**src/rtl/bht_pkg.sv**
```systemverilog
// Shared types and constants for the bucketed hash table.
// Used by the channel interfaces and by every module of the block but bht_mem.
package bht_pkg;

   localparam int unsigned KEY_W   = 32;
   localparam int unsigned VALUE_W = 32;

   // Action codes carried by the request word.
   typedef enum logic [1:0] {
      ACT_INSERT = 2'd0,
      ACT_REMOVE = 2'd1,
      ACT_FIND   = 2'd2,
      ACT_ACCESS = 2'd3
   } action_type;

   // One slot of a bucket row as it sits in the table memory.
   typedef struct packed {
      logic               valid;
      logic [KEY_W-1:0]   key;
      logic [VALUE_W-1:0] value;
   } slot_type;

   // Result word fields.
   typedef struct packed {
      logic               found;
      logic [VALUE_W-1:0] read_value;
      logic               status;
   } result_type;

endpackage

```
**src/rtl/bht_update.sv**
```systemverilog
// Slot match and row update for one bucket: compares all slots in parallel,
// builds the row to write back and the result word. Depends on bht_pkg.
module bht_update #(
   parameter int unsigned SLOTS_PER_BUCKET = 4
) (
   input  bht_pkg::slot_type [SLOTS_PER_BUCKET-1:0] row_in,
   input  bht_pkg::action_type                      action,
   input  logic [bht_pkg::KEY_W-1:0]                key,
   input  logic [bht_pkg::VALUE_W-1:0]              value,
   input  logic [bht_pkg::VALUE_W-1:0]              default_value,
   output bht_pkg::slot_type [SLOTS_PER_BUCKET-1:0] row_out,
   output bht_pkg::result_type                      result
);
   import bht_pkg::*;

   logic [SLOTS_PER_BUCKET-1:0] match_first;
   logic [SLOTS_PER_BUCKET-1:0] free_first;
   logic                        hit;
   logic                        full;
   logic [VALUE_W-1:0]          hit_value;

   // Lowest matching slot and lowest free slot, both one-hot.
   always_comb begin
      logic seen_m;
      logic seen_f;
      seen_m    = 1'b0;
      seen_f    = 1'b0;
      hit_value = '0;
      for (int s = 0; s < SLOTS_PER_BUCKET; s++) begin
         match_first[s] = row_in[s].valid && (row_in[s].key == key) && !seen_m;
         free_first[s]  = !row_in[s].valid && !seen_f;
         if (match_first[s]) begin
            hit_value = row_in[s].value;
         end
         seen_m = seen_m || match_first[s];
         seen_f = seen_f || free_first[s];
      end
      hit  = seen_m;
      full = !seen_f;
   end

   // Apply the action to the row and form the result word.
   always_comb begin
      row_out           = row_in;
      result.found      = hit;
      result.read_value = '0;
      result.status     = 1'b0;
      unique case (action)
         ACT_INSERT: begin
            for (int s = 0; s < SLOTS_PER_BUCKET; s++) begin
               if (hit && match_first[s]) begin
                  row_out[s].value = value;
               end else if (!hit && free_first[s]) begin
                  row_out[s] = '{valid: 1'b1, key: key, value: value};
               end
            end
            result.status = !hit && full;
         end
         ACT_REMOVE: begin
            for (int s = 0; s < SLOTS_PER_BUCKET; s++) begin
               if (match_first[s]) begin
                  row_out[s].valid = 1'b0;
               end
            end
         end
         ACT_FIND: begin
            result.read_value = hit ? hit_value : '0;
         end
         ACT_ACCESS: begin
            result.read_value = hit ? hit_value : default_value;
            for (int s = 0; s < SLOTS_PER_BUCKET; s++) begin
               if (!hit && free_first[s]) begin
                  row_out[s] = '{valid: 1'b1, key: key, value: default_value};
               end
            end
            result.status = !hit && full;
         end
      endcase
   end

endmodule
```
**config.mk**
```make
export PLATFORM = sky130hd
export DESIGN_NAME = bht_update
export DESIGN_NICKNAME = d
export VERILOG_FILES = /design/src/rtl/bht_pkg.sv /design/src/rtl/bht_update.sv
export SDC_FILE = /design/constraint.sdc
export NUM_CORES = 1
export LEC_CHECK = 0
export ABC_CLOCK_PERIOD_IN_PS = 10200
export BUFFER_PORTS_ARGS = -buffer_cell sky130_fd_sc_hd__buf_2
export CORE_AREA = 2 2 255 257
export DETAILED_ROUTE_END_ITERATION = 16
export DIE_AREA = 0 0 257 259
export GPL_TIMING_DRIVEN = 0
export MAX_ROUTING_LAYER = met4
export SLEW_MARGIN = 30
export SYNTH_ARGS = -nofsm -noshare
export SYNTH_HDL_FRONTEND = slang
export SYNTH_SLANG_ARGS = --single-unit
```
**constraint.sdc**
```tcl
create_clock -name vclk -period 10.2
set_input_delay 2.04 -clock vclk [all_inputs]
set_output_delay 2.04 -clock vclk [all_outputs]
set_load 0.01 [all_outputs]
```
==> flow_summary.json <==
{
  "outcome": "finished, final reports clean",
  "synth_area_um2": 9900,
  "yosysSeqAreaShare_pct": 0,
  "synth_cells": 1376,
  "holdBufCountCts": 0,
  "first_pass_iters": 6,
  "tightestPinTransition_ns": 1.03,
  "seq_cell_count": 0,
  "synth.avg_cell_area_um2": 7.19,
  "crit_path_max_fanout": 10,
  "drc": 0,
  "placed_cells_incl_taps": 2851,
  "setup_ws_ns": 1.88,
  "wl_met3_um": 7110,
  "comb_power_share_pct": 100.0,
  "place_congestion": 1.01,
  "grt_setup_unrepaired": "false",
  "wl_per_cell_um": 29.1,
  "synthToLayoutAreaGrowth_pct": 42.6,
  "layout-drive-gt1-share_pct": 40.4,
  "grt_pass1_wl_um": 112000,
  "antenna_left": 0,
  "endpoint_kind": "primary output",
  "grt_start_max_net_pins": 11,
  "route.vias.total": 15200,
  "fin_cells": 2860,
  "start_kind": "input port",
  "cp-startpoint": "key[1]",
  "wl_met1_um": 34100,
  "fin_crit_sh_pct": 81.5,
  "slew-limit-headroom_pct": 31.2,
  "ios": 652,
  "cts_setup_buffers": 0,
  "p_seq_share_pct": 0,
  "powerDensity_nw_per_um2": 58.6,
  "routed_wl_um": 83300,
  "drtIter0Drc": 1817,
  "setup_viol": 0,
  "maxCapViolations": 0,
  "total_power_uw": 827,
  "highest_layer": "met4",
  "final_area_um2": 14100,
  "clock_power_share_pct": 0,
  "fin_crit_ns": 8.32,
  "rows": 93,
  "antenna_found_initial": 13,
  "hold_path_class": "input port to primary output",
  "die_h_um": 259,
  "core_area_um2": 63900,
  "detail_route.vias_per_cell": 5.31,
  "p_sw_uw": 502,
  "required_ns": 8.16,
  "syn_nets": 1738,
  "hold_viol": 0,
  "internal_power_uw": 325,
  "synthDistinctLibCells": 49,
  "max_freq_mhz": 120,
  "vdd_drop_max_v": 0.0000332,
  "cp.arrival_ns": 6.28,
  "grt_pass1_vias": 14300,
  "path_class": "input port to primary output",
  "yosys_warnings": 0,
  "crit_path_end": "result[5]",
  "preCtsSetupSlack_ns": 1.81,
  "dp_hpwl_um": 67900,
  "placed_area_um2": 14100,
  "die_w_um": 257,
  "cts_resized": 0,
  "gr-total-overflow": 0,
  "register_area_um2": 0,
  "clkbuf_count": 0,
  "grt_usage_pct": 24.0,
  "portBuffers": 619,
  "slew_violations": 0,
  "sw_frac_of_total_pct": 60.7,
  "finalSetupTns_ns": 0,
  "met2_length_um": 38000,
  "fin_nets": 2360,
  "die_area_um2": 66600,
  "p_leak_nw": 6.13,
  "initial_core_util_pct": 15.5
}
-- cell usage in the layout, fill, tap and decap left out, types with 9 or more instances in the layout --
cell type  instances
a21oi_1           37
a221o_1           96
a222oi_1          32
a22o_1           160
buf_2            696
buf_6             14
clkbuf_1          74
diode_2            9
inv_1             38
mux2_1            30
mux2_2            66
mux2i_1           96
nand2_1          229
nand4_1           30
nor2b_1           66
nor3b_1           32
o211a_1           32
o21ai_0           39
o21ai_1           30
xnor2_1          117
xor2_1            11
-- layer usage --
layer / vias up / track usage [%]
li1: 6465 / -
met1: 7363 / 29.8
met2: 1164 / 39.0
met3: 190 / 3.49
met4: 0 / 9.58
met5: - / -
-- worst min-delay path by stage --
stage                startpoint           end  slack (ns)  depth (start not counted)
finish              row_in[187]  row_out[187]        4.40                          3
floorplan           row_in[129]     result[0]        4.19                          2
global route        row_in[187]  row_out[187]        4.41                          3
global placement    row_in[172]  row_out[172]        4.40                          3
detailed placement  row_in[187]  row_out[187]        4.40                          3
CTS                 row_in[187]  row_out[187]        4.40                          3
-- power by group through the flow --
stage               clock network, mW  logic [mW]  registers (mW)
floorplan                           0       0.412               0
global placement                    0       0.813               0
detailed placement                  0       0.813               0
CTS                                 0       0.818               0
global route              0.000000118       0.866               0
finish                    0.000000119       0.827               0
-- Yosys cell counts, types with 32 or more instances --
master | count | area (um^2)
a21oi_1 | 37 | 185
a221o_1 | 96 | 961
a222oi_1 | 32 | 320
a22o_1 | 160 | 1400
buf_2 | 77 | 385
clkbuf_1 | 80 | 300
inv_1 | 38 | 143
mux2_2 | 66 | 743
mux2i_1 | 96 | 961
nand2_1 | 229 | 860
nor2b_1 | 66 | 413
nor3b_1 | 33 | 248
o211a_1 | 32 | 320
o21ai_0 | 39 | 195
xnor2_1 | 117 | 1020
-- layout make-up --
class	count	area (um^2)
antenna	9	22.5
buffer	175	873
fill	7357	49800
inverter	39	151
multi-input combinational	1162	8890
tap	855	1070
timing repair buffer	620	3110
-- metrics by stage --
step                hold WS, ns  utilization [%]
finish                     4.40             22.1
global route               4.41             22.1
CTS                        4.40             22.1
detailed placement         4.40             22.1
global placement           4.40             22.0
floorplan                  4.19                -
-- kinds of logic (layout without fill, tap and decap cells) --
group                    count (synthesis)  after routing  synth area share (%)
AO/OA/AOI/OAI                          439            439                  37.0
XOR/XNOR                               128            128                  11.3
other                                    0              9                     0
AND/OR/NAND/NOR                        399            399                  20.3
adder cells (fa/ha/maj)                  4              4                 0.506
multiplexers                           192            192                  20.6
buffers and inverters                  214            834                  10.3
-- worst max-delay path, cell delays in order --
cell and delay, ns:
buf_2 0.16, xnor2_1 0.66, nand4_1 0.28, nor4_2 0.77
nand3_1 0.29, nand3_2 0.30, or2_2 0.16, clkbuf_1 0.49
clkbuf_1 0.56, o211a_1 0.25, o21ai_1 0.12, buf_2 0.19
(Power assumes the default switching activity.)
